## src/assert_macros.svh

```systemverilog
// Assertion macros shared by the RTL
`ifndef ASSERT_MACROS_SVH
`define ASSERT_MACROS_SVH

// same-cycle implication, disabled while reset is asserted
`define ASSERT_IMP(label, clk, rst_n, ante, cons, msg) \
label: assert property (@(posedge clk) disable iff (!(rst_n)) (ante) |-> (cons)) \
	else $error(msg);

// next-cycle implication
`define ASSERT_NXT(label, clk, rst_n, ante, cons, msg) \
label: assert property (@(posedge clk) disable iff (!(rst_n)) (ante) |=> (cons)) \
	else $error(msg);

`endif

```

## src/opp_pkg.sv

```systemverilog
// Types and constants of the operator precedence parser
package opp_pkg;

	localparam int STACK_DEPTH = 64;
	localparam int SP_W        = $clog2(STACK_DEPTH);
	localparam int SPX_W       = SP_W + 1;
	localparam int SYM_W       = 3;
	localparam int ENT_W       = 4;
	localparam int RED_W       = 6;
	localparam int CFG_IDX_W   = 2;
	localparam int CFG_DATA_W  = 64;

	localparam logic [ENT_W-1:0] MARK_ENTRY = 4'h8;
	localparam logic [RED_W-1:0] RED_MAX    = 6'd63;
	localparam logic [SYM_W-1:0] END_RESET  = 3'd7;

	typedef enum logic [1:0] {
		REL_BLANK   = 2'd0,
		REL_LESS    = 2'd1,
		REL_EQUAL   = 2'd2,
		REL_GREATER = 2'd3
	} rel_t;

	typedef enum logic [1:0] {
		ST_SHIFT  = 2'd0,
		ST_ACCEPT = 2'd1,
		ST_BLANK  = 2'd2,
		ST_FAULT  = 2'd3
	} status_t;

	typedef enum logic [CFG_IDX_W-1:0] {
		CFG_REL_LO = 2'd0,
		CFG_REL_HI = 2'd1,
		CFG_END    = 2'd2
	} cfg_idx_t;

	typedef enum logic [2:0] {
		S_IDLE,
		S_EVAL,
		S_PUSH_SYM,
		S_REDUCE,
		S_FINISH
	} state_t;

	// controller -> datapath
	typedef struct packed {
		logic    load_sym;
		logic    clear;
		logic    push_mark;
		logic    push_sym;
		logic    pop;
		logic    inc_red;
		logic    set_code;
		status_t code;
		logic    emit;
	} cmd_t;

	// datapath -> controller
	typedef struct packed {
		logic is_accept;
		rel_t rel;
		logic less_ovf;
		logic eq_ovf;
		logic top_is_mark;
		logic sp_zero;
	} stat_t;

endpackage

```

## src/opp_sym_if.sv

```systemverilog
// Input channel: one terminal symbol per item
interface opp_sym_if;
	logic                      valid;
	logic                      ready;
	logic [opp_pkg::SYM_W-1:0] symbol;

	modport source (output valid, output symbol, input ready);
	modport sink (input valid, input symbol, output ready);
endinterface

```

## src/opp_res_if.sv

```systemverilog
// Output channel: one parse result per item
interface opp_res_if;
	logic                      valid;
	logic                      ready;
	logic [1:0]                status;
	logic [opp_pkg::RED_W-1:0] reductions;

	modport source (output valid, output status, output reductions, input ready);
	modport sink (input valid, input status, input reductions, output ready);
endinterface

```

## src/opp_cfg_if.sv

```systemverilog
// Configuration write channel
interface opp_cfg_if;
	logic                           valid;
	logic                           ready;
	logic [opp_pkg::CFG_IDX_W-1:0]  index;
	logic [opp_pkg::CFG_DATA_W-1:0] data;

	modport source (output valid, output index, output data, input ready);
	modport sink (input valid, input index, input data, output ready);
endinterface

```

## src/operator_precedence_parser.sv

```systemverilog
// Operator precedence parser top level: sequencer, datapath and channel hookup
// Each input item is one terminal index; exactly one result item comes back per
// input item. Each item is accepted, its relation is evaluated and its result is
// delivered; when the relation is less and both entries fit, the mark and then the
// symbol are pushed in turn through the single stack write port; when it is greater,
// the sequencer pops one stack entry per reduce step and evaluates again after every
// completed reduction, and a greater relation that finds no mark above the bottom
// entry ends in a stack fault. A new item is taken once the current
// one has reached the result register, even while that result still waits to be
// taken; a result waits in the final cycle only if the previous one is unread.
// The stack is a 64-entry memory with one write and one read port and needs no
// clearing pass after reset. Configuration writes are taken in any cycle.
`include "assert_macros.svh"

module operator_precedence_parser (
	input  logic       clk,
	input  logic       arst_n,
	opp_sym_if.sink    symbols,
	opp_res_if.source  results,
	opp_cfg_if.sink    cfg
);

	opp_pkg::cmd_t  cmd;
	opp_pkg::stat_t stat;

	opp_ctrl u_ctrl (
		.clk       (clk),
		.arst_n    (arst_n),
		.in_valid  (symbols.valid),
		.in_ready  (symbols.ready),
		.out_ready (results.ready),
		.out_valid (results.valid),
		.stat      (stat),
		.cmd       (cmd)
	);

	opp_datapath u_datapath (
		.clk            (clk),
		.arst_n         (arst_n),
		.cfg_valid      (cfg.valid),
		.cfg_ready      (cfg.ready),
		.cfg_index      (cfg.index),
		.cfg_data       (cfg.data),
		.in_symbol      (symbols.symbol),
		.out_status     (results.status),
		.out_reductions (results.reductions),
		.cmd            (cmd),
		.stat           (stat)
	);

	`ASSERT_IMP(a_pop_above_bottom, clk, arst_n, cmd.pop, !stat.sp_zero, "pop at bottom entry")
	`ASSERT_IMP(a_push_in_range, clk, arst_n, cmd.push_sym, !stat.eq_ovf, "push past stack depth")
	`ASSERT_IMP(a_emit_slot_free, clk, arst_n, cmd.emit, !results.valid || results.ready, "result overwritten before taken")
	`ASSERT_NXT(a_emit_valid, clk, arst_n, cmd.emit, results.valid, "emitted item not presented")

endmodule

```

## src/opp_ctrl.sv

```systemverilog
// Parser sequencer: walks each item through evaluate, push, reduce and result
module opp_ctrl (
	input  logic           clk,
	input  logic           arst_n,
	input  logic           in_valid,
	output logic           in_ready,
	input  logic           out_ready,
	output logic           out_valid,
	input  opp_pkg::stat_t stat,
	output opp_pkg::cmd_t  cmd
);

	opp_pkg::state_t state_q, state_d;
	logic            out_valid_q;
	logic            slot_free;

	assign slot_free = !out_valid_q || out_ready;
	assign out_valid = out_valid_q;

	always_ff @(posedge clk or negedge arst_n) begin
		if (!arst_n) begin
			state_q     <= opp_pkg::S_IDLE;
			out_valid_q <= 1'b0;
		end else begin
			state_q <= state_d;
			if (cmd.emit)
				out_valid_q <= 1'b1;
			else if (out_ready)
				out_valid_q <= 1'b0;
		end
	end

	always_comb begin
		state_d = state_q;
		unique case (state_q)
			opp_pkg::S_IDLE: begin
				if (in_valid)
					state_d = opp_pkg::S_EVAL;
			end
			opp_pkg::S_EVAL: begin
				if (stat.is_accept)
					state_d = opp_pkg::S_FINISH;
				else begin
					unique case (stat.rel)
						opp_pkg::REL_LESS:
							state_d = stat.less_ovf ? opp_pkg::S_FINISH : opp_pkg::S_PUSH_SYM;
						opp_pkg::REL_GREATER:
							state_d = opp_pkg::S_REDUCE;
						default:
							state_d = opp_pkg::S_FINISH;
					endcase
				end
			end
			opp_pkg::S_PUSH_SYM: state_d = opp_pkg::S_FINISH;
			opp_pkg::S_REDUCE: begin
				if (stat.sp_zero)
					state_d = opp_pkg::S_FINISH;
				else if (stat.top_is_mark)
					state_d = opp_pkg::S_EVAL;
			end
			opp_pkg::S_FINISH: begin
				if (slot_free)
					state_d = opp_pkg::S_IDLE;
			end
			default: state_d = opp_pkg::S_IDLE;
		endcase
	end

	always_comb begin
		cmd      = '0;
		cmd.code = opp_pkg::ST_SHIFT;
		in_ready = 1'b0;
		unique case (state_q)
			opp_pkg::S_IDLE: begin
				in_ready     = 1'b1;
				cmd.load_sym = in_valid;
			end
			opp_pkg::S_EVAL: begin
				cmd.set_code = 1'b1;
				if (stat.is_accept) begin
					cmd.code  = opp_pkg::ST_ACCEPT;
					cmd.clear = 1'b1;
				end else begin
					unique case (stat.rel)
						opp_pkg::REL_BLANK: begin
							cmd.code  = opp_pkg::ST_BLANK;
							cmd.clear = 1'b1;
						end
						opp_pkg::REL_LESS: begin
							if (stat.less_ovf) begin
								cmd.code  = opp_pkg::ST_FAULT;
								cmd.clear = 1'b1;
							end else
								cmd.push_mark = 1'b1;
						end
						opp_pkg::REL_EQUAL: begin
							if (stat.eq_ovf) begin
								cmd.code  = opp_pkg::ST_FAULT;
								cmd.clear = 1'b1;
							end else
								cmd.push_sym = 1'b1;
						end
						default: cmd.set_code = 1'b0;
					endcase
				end
			end
			opp_pkg::S_PUSH_SYM: cmd.push_sym = 1'b1;
			opp_pkg::S_REDUCE: begin
				if (stat.sp_zero) begin
					// popped to the bottom without meeting a mark
					cmd.set_code = 1'b1;
					cmd.code     = opp_pkg::ST_FAULT;
					cmd.clear    = 1'b1;
				end else begin
					cmd.pop     = 1'b1;
					cmd.inc_red = stat.top_is_mark;
				end
			end
			opp_pkg::S_FINISH: cmd.emit = slot_free;
			default: ;
		endcase
	end

endmodule

```

## src/opp_datapath.sv

```systemverilog
// Parser datapath: config registers, relation lookup, parse stack and result register
module opp_datapath (
	input  logic                           clk,
	input  logic                           arst_n,
	input  logic                           cfg_valid,
	output logic                           cfg_ready,
	input  logic [opp_pkg::CFG_IDX_W-1:0]  cfg_index,
	input  logic [opp_pkg::CFG_DATA_W-1:0] cfg_data,
	input  logic [opp_pkg::SYM_W-1:0]      in_symbol,
	output logic [1:0]                     out_status,
	output logic [opp_pkg::RED_W-1:0]      out_reductions,
	input  opp_pkg::cmd_t                  cmd,
	output opp_pkg::stat_t                 stat
);

	logic [opp_pkg::CFG_DATA_W-1:0] rel_lo_q, rel_hi_q;
	logic [opp_pkg::SYM_W-1:0]      end_q;
	logic [opp_pkg::SYM_W-1:0]      sym_q;
	logic [opp_pkg::SP_W-1:0]       sp_q;
	logic [opp_pkg::ENT_W-1:0]      top_q;
	logic [opp_pkg::RED_W-1:0]      red_q;
	opp_pkg::status_t               code_q;
	logic [1:0]                     out_status_q;
	logic [opp_pkg::RED_W-1:0]      out_red_q;

	logic [opp_pkg::ENT_W-1:0]      stack_mem [opp_pkg::STACK_DEPTH];

	logic                           sp_zero;
	logic [opp_pkg::ENT_W-1:0]      top_ent;
	logic [opp_pkg::SYM_W-1:0]      top_sym;
	logic [opp_pkg::CFG_DATA_W-1:0] rel_word;
	logic [5:0]                     rel_sel;
	logic [opp_pkg::SPX_W-1:0]      sp_ext;
	logic [opp_pkg::SP_W-1:0]       sp_up, sp_dn;

	assign cfg_ready = 1'b1;

	always_ff @(posedge clk or negedge arst_n) begin
		if (!arst_n) begin
			rel_lo_q <= '0;
			rel_hi_q <= '0;
			end_q    <= opp_pkg::END_RESET;
		end else if (cfg_valid) begin
			unique case (cfg_index)
				opp_pkg::CFG_REL_LO: rel_lo_q <= cfg_data;
				opp_pkg::CFG_REL_HI: rel_hi_q <= cfg_data;
				opp_pkg::CFG_END:    end_q    <= cfg_data[opp_pkg::SYM_W-1:0];
				default: ;
			endcase
		end
	end

	// bottom entry always reads as the current end symbol
	assign sp_zero = (sp_q == '0);
	assign top_ent = sp_zero ? {1'b0, end_q} : top_q;
	assign top_sym = top_ent[opp_pkg::SYM_W-1:0];

	assign rel_word = top_sym[2] ? rel_hi_q : rel_lo_q;
	assign rel_sel  = {top_sym[1:0], sym_q, 1'b0};

	assign sp_ext = {1'b0, sp_q};
	assign sp_up  = sp_q + 1'b1;
	assign sp_dn  = sp_q - 1'b1;

	always_comb begin
		stat.is_accept   = (top_sym == end_q) && (sym_q == end_q);
		stat.rel         = opp_pkg::rel_t'(rel_word[rel_sel +: 2]);
		stat.less_ovf    = (sp_ext + opp_pkg::SPX_W'(2)) >= opp_pkg::SPX_W'(opp_pkg::STACK_DEPTH);
		stat.eq_ovf      = (sp_ext + opp_pkg::SPX_W'(1)) >= opp_pkg::SPX_W'(opp_pkg::STACK_DEPTH);
		stat.top_is_mark = (top_ent == opp_pkg::MARK_ENTRY);
		stat.sp_zero     = sp_zero;
	end

	always_ff @(posedge clk or negedge arst_n) begin
		if (!arst_n) begin
			sp_q <= '0;
		end else if (cmd.clear) begin
			sp_q <= '0;
		end else if (cmd.push_mark || cmd.push_sym) begin
			sp_q <= sp_up;
		end else if (cmd.pop) begin
			sp_q <= sp_dn;
		end
	end

	// stack memory; the top entry is cached and refilled by a registered read on a pop
	always_ff @(posedge clk) begin
		if (cmd.push_mark)
			stack_mem[sp_up] <= opp_pkg::MARK_ENTRY;
		else if (cmd.push_sym)
			stack_mem[sp_up] <= {1'b0, sym_q};

		if (cmd.push_mark)
			top_q <= opp_pkg::MARK_ENTRY;
		else if (cmd.push_sym)
			top_q <= {1'b0, sym_q};
		else if (cmd.pop)
			top_q <= stack_mem[sp_dn];
	end

	always_ff @(posedge clk) begin
		if (cmd.load_sym)
			sym_q <= in_symbol;

		if (cmd.load_sym)
			red_q <= '0;
		else if (cmd.inc_red && red_q != opp_pkg::RED_MAX)
			red_q <= red_q + 1'b1;

		if (cmd.set_code)
			code_q <= cmd.code;

		if (cmd.emit) begin
			out_status_q <= code_q;
			out_red_q    <= red_q;
		end
	end

	assign out_status     = out_status_q;
	assign out_reductions = out_red_q;

endmodule
```

## src/flat_wrapper.sv

```systemverilog
// flat-port wrapper written by rule: the top's interface ports become plain ports
module operator_precedence_parser_flat 
  (clk, arst_n, symbols_valid, symbols_symbol, symbols_ready, results_valid, results_status, results_reductions, results_ready, cfg_valid, cfg_index, cfg_data, cfg_ready);
  opp_sym_if symbols_i ();
  opp_res_if results_i ();
  opp_cfg_if cfg_i ();
  input  logic clk;
  input  logic arst_n;
  input wire logic [$bits(symbols_i.valid)-1:0] symbols_valid;
  input wire logic [$bits(symbols_i.symbol)-1:0] symbols_symbol;
  output wire logic [$bits(symbols_i.ready)-1:0] symbols_ready;
  output wire logic [$bits(results_i.valid)-1:0] results_valid;
  output wire logic [$bits(results_i.status)-1:0] results_status;
  output wire logic [$bits(results_i.reductions)-1:0] results_reductions;
  input wire logic [$bits(results_i.ready)-1:0] results_ready;
  input wire logic [$bits(cfg_i.valid)-1:0] cfg_valid;
  input wire logic [$bits(cfg_i.index)-1:0] cfg_index;
  input wire logic [$bits(cfg_i.data)-1:0] cfg_data;
  output wire logic [$bits(cfg_i.ready)-1:0] cfg_ready;
  assign symbols_i.valid = symbols_valid;
  assign symbols_i.symbol = symbols_symbol;
  assign symbols_ready = symbols_i.ready;
  assign results_valid = results_i.valid;
  assign results_status = results_i.status;
  assign results_reductions = results_i.reductions;
  assign results_i.ready = results_ready;
  assign cfg_i.valid = cfg_valid;
  assign cfg_i.index = cfg_index;
  assign cfg_i.data = cfg_data;
  assign cfg_ready = cfg_i.ready;
  operator_precedence_parser u_core (.clk(clk), .arst_n(arst_n), .symbols(symbols_i), .results(results_i), .cfg(cfg_i));
endmodule
```

## config.mk

```make
export PLATFORM = sky130hd
export DESIGN_NAME = operator_precedence_parser_flat
export DESIGN_NICKNAME = d
export VERILOG_FILES = /design/src/opp_pkg.sv /design/src/opp_sym_if.sv /design/src/opp_res_if.sv /design/src/opp_cfg_if.sv /design/src/operator_precedence_parser.sv /design/src/opp_ctrl.sv /design/src/opp_datapath.sv /design/src/flat_wrapper.sv
export VERILOG_INCLUDE_DIRS = /design/src /design/src/src
export SDC_FILE = /design/constraint.sdc
export NUM_CORES = 1
export LEC_CHECK = 0
export ABC_AREA = 1
export BUFFER_PORTS_ARGS = -buffer_cell sky130_fd_sc_hd__buf_2
export CAP_MARGIN = 30
export CELL_PAD_IN_SITES_DETAIL_PLACEMENT = 1
export CELL_PAD_IN_SITES_GLOBAL_PLACEMENT = 1
export CORE_ASPECT_RATIO = 0.9
export CORE_MARGIN = 4
export CORE_UTILIZATION = 45
export DETAILED_ROUTE_END_ITERATION = 6
export HOLD_SLACK_MARGIN = 0.1
export PLACE_DENSITY = 0.72
export RECOVER_POWER = 50
export SYNTH_ARGS = -nofsm -noshare
export SYNTH_HDL_FRONTEND = slang
export SYNTH_SLANG_ARGS = --single-unit
export TNS_END_PERCENT = 5
```

## constraint.sdc

```tcl
create_clock -name clk -period 7.4 [get_ports clk]
set_clock_uncertainty 0.05 [all_clocks]
set_input_delay 0.37 -clock clk [delete_from_list [all_inputs] [get_ports clk]]
set_output_delay 0.37 -clock clk [all_outputs]
set_load 0.01 [all_outputs]
```

==> impl_metrics.json <==
{
  "power_density_nw_per_um2": 410.5,
  "worst_slack_ns": 1.376,
  "crit_start": "u_core.u_datapath.sp_q[0]",
  "p_leak_nw": 8.833,
  "slew_headroom": -1.586,
  "drc": 0,
  "multi_input_area_um2": 5590,
  "synth_seq_cells": 420,
  "regArea_um2": 11810,
  "synthMuxAreaShare": 0,
  "clk_pin_slew_ns": 0.06,
  "hold_slack_ns": 0.1253,
  "nets": 2063,
  "period_share": 0.8140,
  "antenna_left": 0,
  "syn_to_final_growth_pct": 15.70,
  "yosys.area_share.simple": 0.1740,
  "synth_edf_count": 269,
  "syn_area_um2": 18540,
  "drtPass1Iterations": 5,
  "ys_async_sr_fraction": 0.3357,
  "r2r_slack_ns": 1.38,
  "layout_commonest_cell": "nand2_1",
  "ys.warnings.count": 0,
  "core-area_um2": 40640,
  "tns_ns": 0,
  "place_congestion": 0.8238,
  "viasPerCell": 5.637,
  "dominantRegCellSynth": "edfxtp_1",
  "synth_compound_area_frac": 0.1204,
  "die_height_um": 200.6,
  "hp-class": "in -> reg",
  "fin_crit_ns": 6.024,
  "cts_root_buf": "clkbuf_16",
  "drtIter0Drc": 1328,
  "layout_common_cells": "nand2_1 (363), edfxtp_1 (269), o21ai_0 (254)",
  "ir_worst_vdd_uv": 229.0,
  "worst_setup_path_end_kind": "register",
  "cts_tree": "yes",
  "critPathMaxFanout": 48,
  "violations": "max-capacitance violations, max-slew violations",
  "clk_latency_ns": 0.58,
  "start_util": 0.4563,
  "grt_pass1_wl_um": 87610,
  "clockBufferDepth": 3,
  "worst_pin_slew_ns": 3.879,
  "insertedDiodeCount": 0,
  "place_ws_ns": 2.081,
  "grt_use_total": 0.2455,
  "drt_wl_total_um": 55120,
  "synth_top_family_by_area": "simple AND/OR/NAND/NOR gates",
  "syn_nets": 1954,
  "cp.arrival_ns": 6.26,
  "cts_buffers": 44,
  "grt_pass1_vias": 15350,
  "place_area_um2": 19450,
  "finalNonFillerCells": 2556,
  "reg2reg_to": "u_core.u_datapath.stack_mem[39][2]",
  "place.port_buffers": 83,
  "outcome": "complete, but fails checks",
  "htree_num_levels": 2,
  "synth_cell_type_count": 46,
  "worst-r2r-cell-count": 19,
  "drv_slew": 409,
  "cp_data_required_time_ns": 7.63,
  "drive_gt1_frac": 0.08433,
  "critPathCapture": "u_core.u_datapath.stack_mem[39][2]",
  "die-area_um2": 44520,
  "ys_seq_area_frac": 0.6369,
  "hold_violations": 0,
  "antenna_found_initial": 0,
  "fin_util": 0.5279,
  "die_w_um": 222.0,
  "synthAdderAreaFrac": 0.004049,
  "dp_hpwl_um": 33540,
  "syn_inst": 1874,
  "cp-start-kind": "register",
  "wl_per_cell_um": 21.56,
  "maxCapViolations": 6,
  "io_pins": 85,
  "cts_sinks": 420,
  "grt-ovfl-total": 0,
  "final_cell_area_um2": 21450,
  "rows": 70,
  "critPathKind": "reg -> reg",
  "setup_viol": 0,
  "design_power_total_mw": 8.807,
  "regToRegStartpoint": "u_core.u_datapath.sp_q[0]",
  "grt_max_degree": 97,
  "rsz0062_at_grt": "no",
  "numPlacedInstances": 2408,
  "synthXorXnorAreaFrac": 0.002362,
  "routed-via-count": 14410,
  "synth.avg_cell_area_um2": 9.895,
  "n_fill_cell": 4554,
  "max_freq_ghz": 0.1660
}
-- synthesized netlist by cell type (2+ instances only) --
library cell    n  share of area
a32o_1          8         0.0043
nand3_4         2         0.0019
buf_4           4         0.0016
o22ai_1        27         0.0091
a21oi_1        43          0.012
inv_1         167          0.034
nor2_1        157          0.032
nand2_2         3         0.0010
clkinv_1        3        0.00061
nor4_1          5         0.0017
dfstp_2         3         0.0043
dfxtp_1        10          0.011
o221ai_1       21         0.0099
nand3_2         2         0.0011
inv_2           6         0.0012
clkbuf_1       97          0.020
nand2_1       363          0.073
buf_1           3        0.00061
a22oi_1         8         0.0032
xor2_1          4         0.0019
nand4_1         3         0.0010
ha_1            6         0.0040
o21ai_1         2        0.00054
dfrtp_1       138           0.19
buf_6           5         0.0030
o211ai_1       24         0.0097
nor3_1         20         0.0054
edfxtp_1      269           0.44
buf_2           6         0.0016
o21ai_0       254          0.069
nand3_1       193          0.052
o31ai_1         4         0.0016
-- metal layers --
layer  global-route usage  part of all wire  vias to the layer above
met5                    0                 0                        -
met4              0.05338             0.019                        0
met3              0.03699             0.051                       75
met2               0.3990              0.47                      375
met1               0.3545              0.46                     7301
li1                     -                 -                     6657
-- final cells by class --
type	count	area share
clock buffers	53	0.05535
clock inverters	26	0.01172
inverters	176	0.03085
multi-input cells	1163	0.2606
flip-flops and latches	420	0.5505
well taps	540	0.03149
repair buffers	178	0.05949
-- how the worst min path moves through the flow --
stage	end	slack, ns	from	cells after the start
final	u_core.u_ctrl.state_q[0]	0.13	symbols_valid	3
after global routing	u_core.u_ctrl.state_q[0]	0.15	symbols_valid	3
after CTS	u_core.u_ctrl.state_q[0]	0.10	symbols_valid	3
after detailed placement	u_core.u_datapath.rel_hi_q[35]	0.36	arst_n	1
after global placement	u_core.u_datapath.rel_lo_q[39]	0.35	arst_n	1
after floorplan	u_core.u_ctrl.out_valid	0.02	arst_n	0
-- state kept, by name, summed over array words and instances, names as in the netlist --
register                          flops
u_core.u_datapath.red_q               6
u_core.u_datapath.sym_q               3
u_core.u_ctrl.state_q                 3
u_core.u_datapath.out_reductions      6
u_core.u_datapath.sp_q                6
u_core.u_datapath.stack_mem         256
u_core.u_datapath.rel_hi_q           64
u_core.u_datapath.out_status          2
u_core.u_ctrl.out_valid               1
u_core.u_datapath.end_q               3
u_core.u_datapath.code_q              2
u_core.u_datapath.top_q               4
u_core.u_datapath.rel_lo_q           64
-- power breakdown --
part,internal (mW),total (mW),leakage (nW),switching (mW)
sequential,2.88,3.07,4.29,0.192
clock,1.31,2.24,0.700,0.930
combinational,0.948,3.49,3.84,2.54
-- logic make-up after synthesis --
family | count (synthesis)
other | 1
xor gates and xnor gates | 5
and+or+nand+nor | 756
adders and majority gates | 6
AOI/OAI and AO/OA | 395
DFF | 420
buffers and inverters | 291
-- critical path, stage by stage, from the launching register on --
cell and delay (ns):
dfrtp_1 1.40, clkinv_2 0.17, ha_2 0.31, nand3_4 0.14, nand2_4 0.32, nand2_2 0.66, inv_2 0.41, nand2_1 0.16
nand3_1 0.08, nand3_1 0.11, nand3_1 0.16, nand3_1 0.10, nand3_1 0.07, nand2_1 0.15, inv_1 0.10, nand3_2 0.09
nand2_1 0.13, nand2_1 0.11, clkinv_1 0.52, buf_4 0.47
-- timing repair --
item	4_1_cts	5_1_grt
resized for setup	0	0
buffers inserted	0	0
endpoints found under the hold margin	194	0
hold buffers	69	0
No activity file was read; power rests on OpenSTA's default activity.
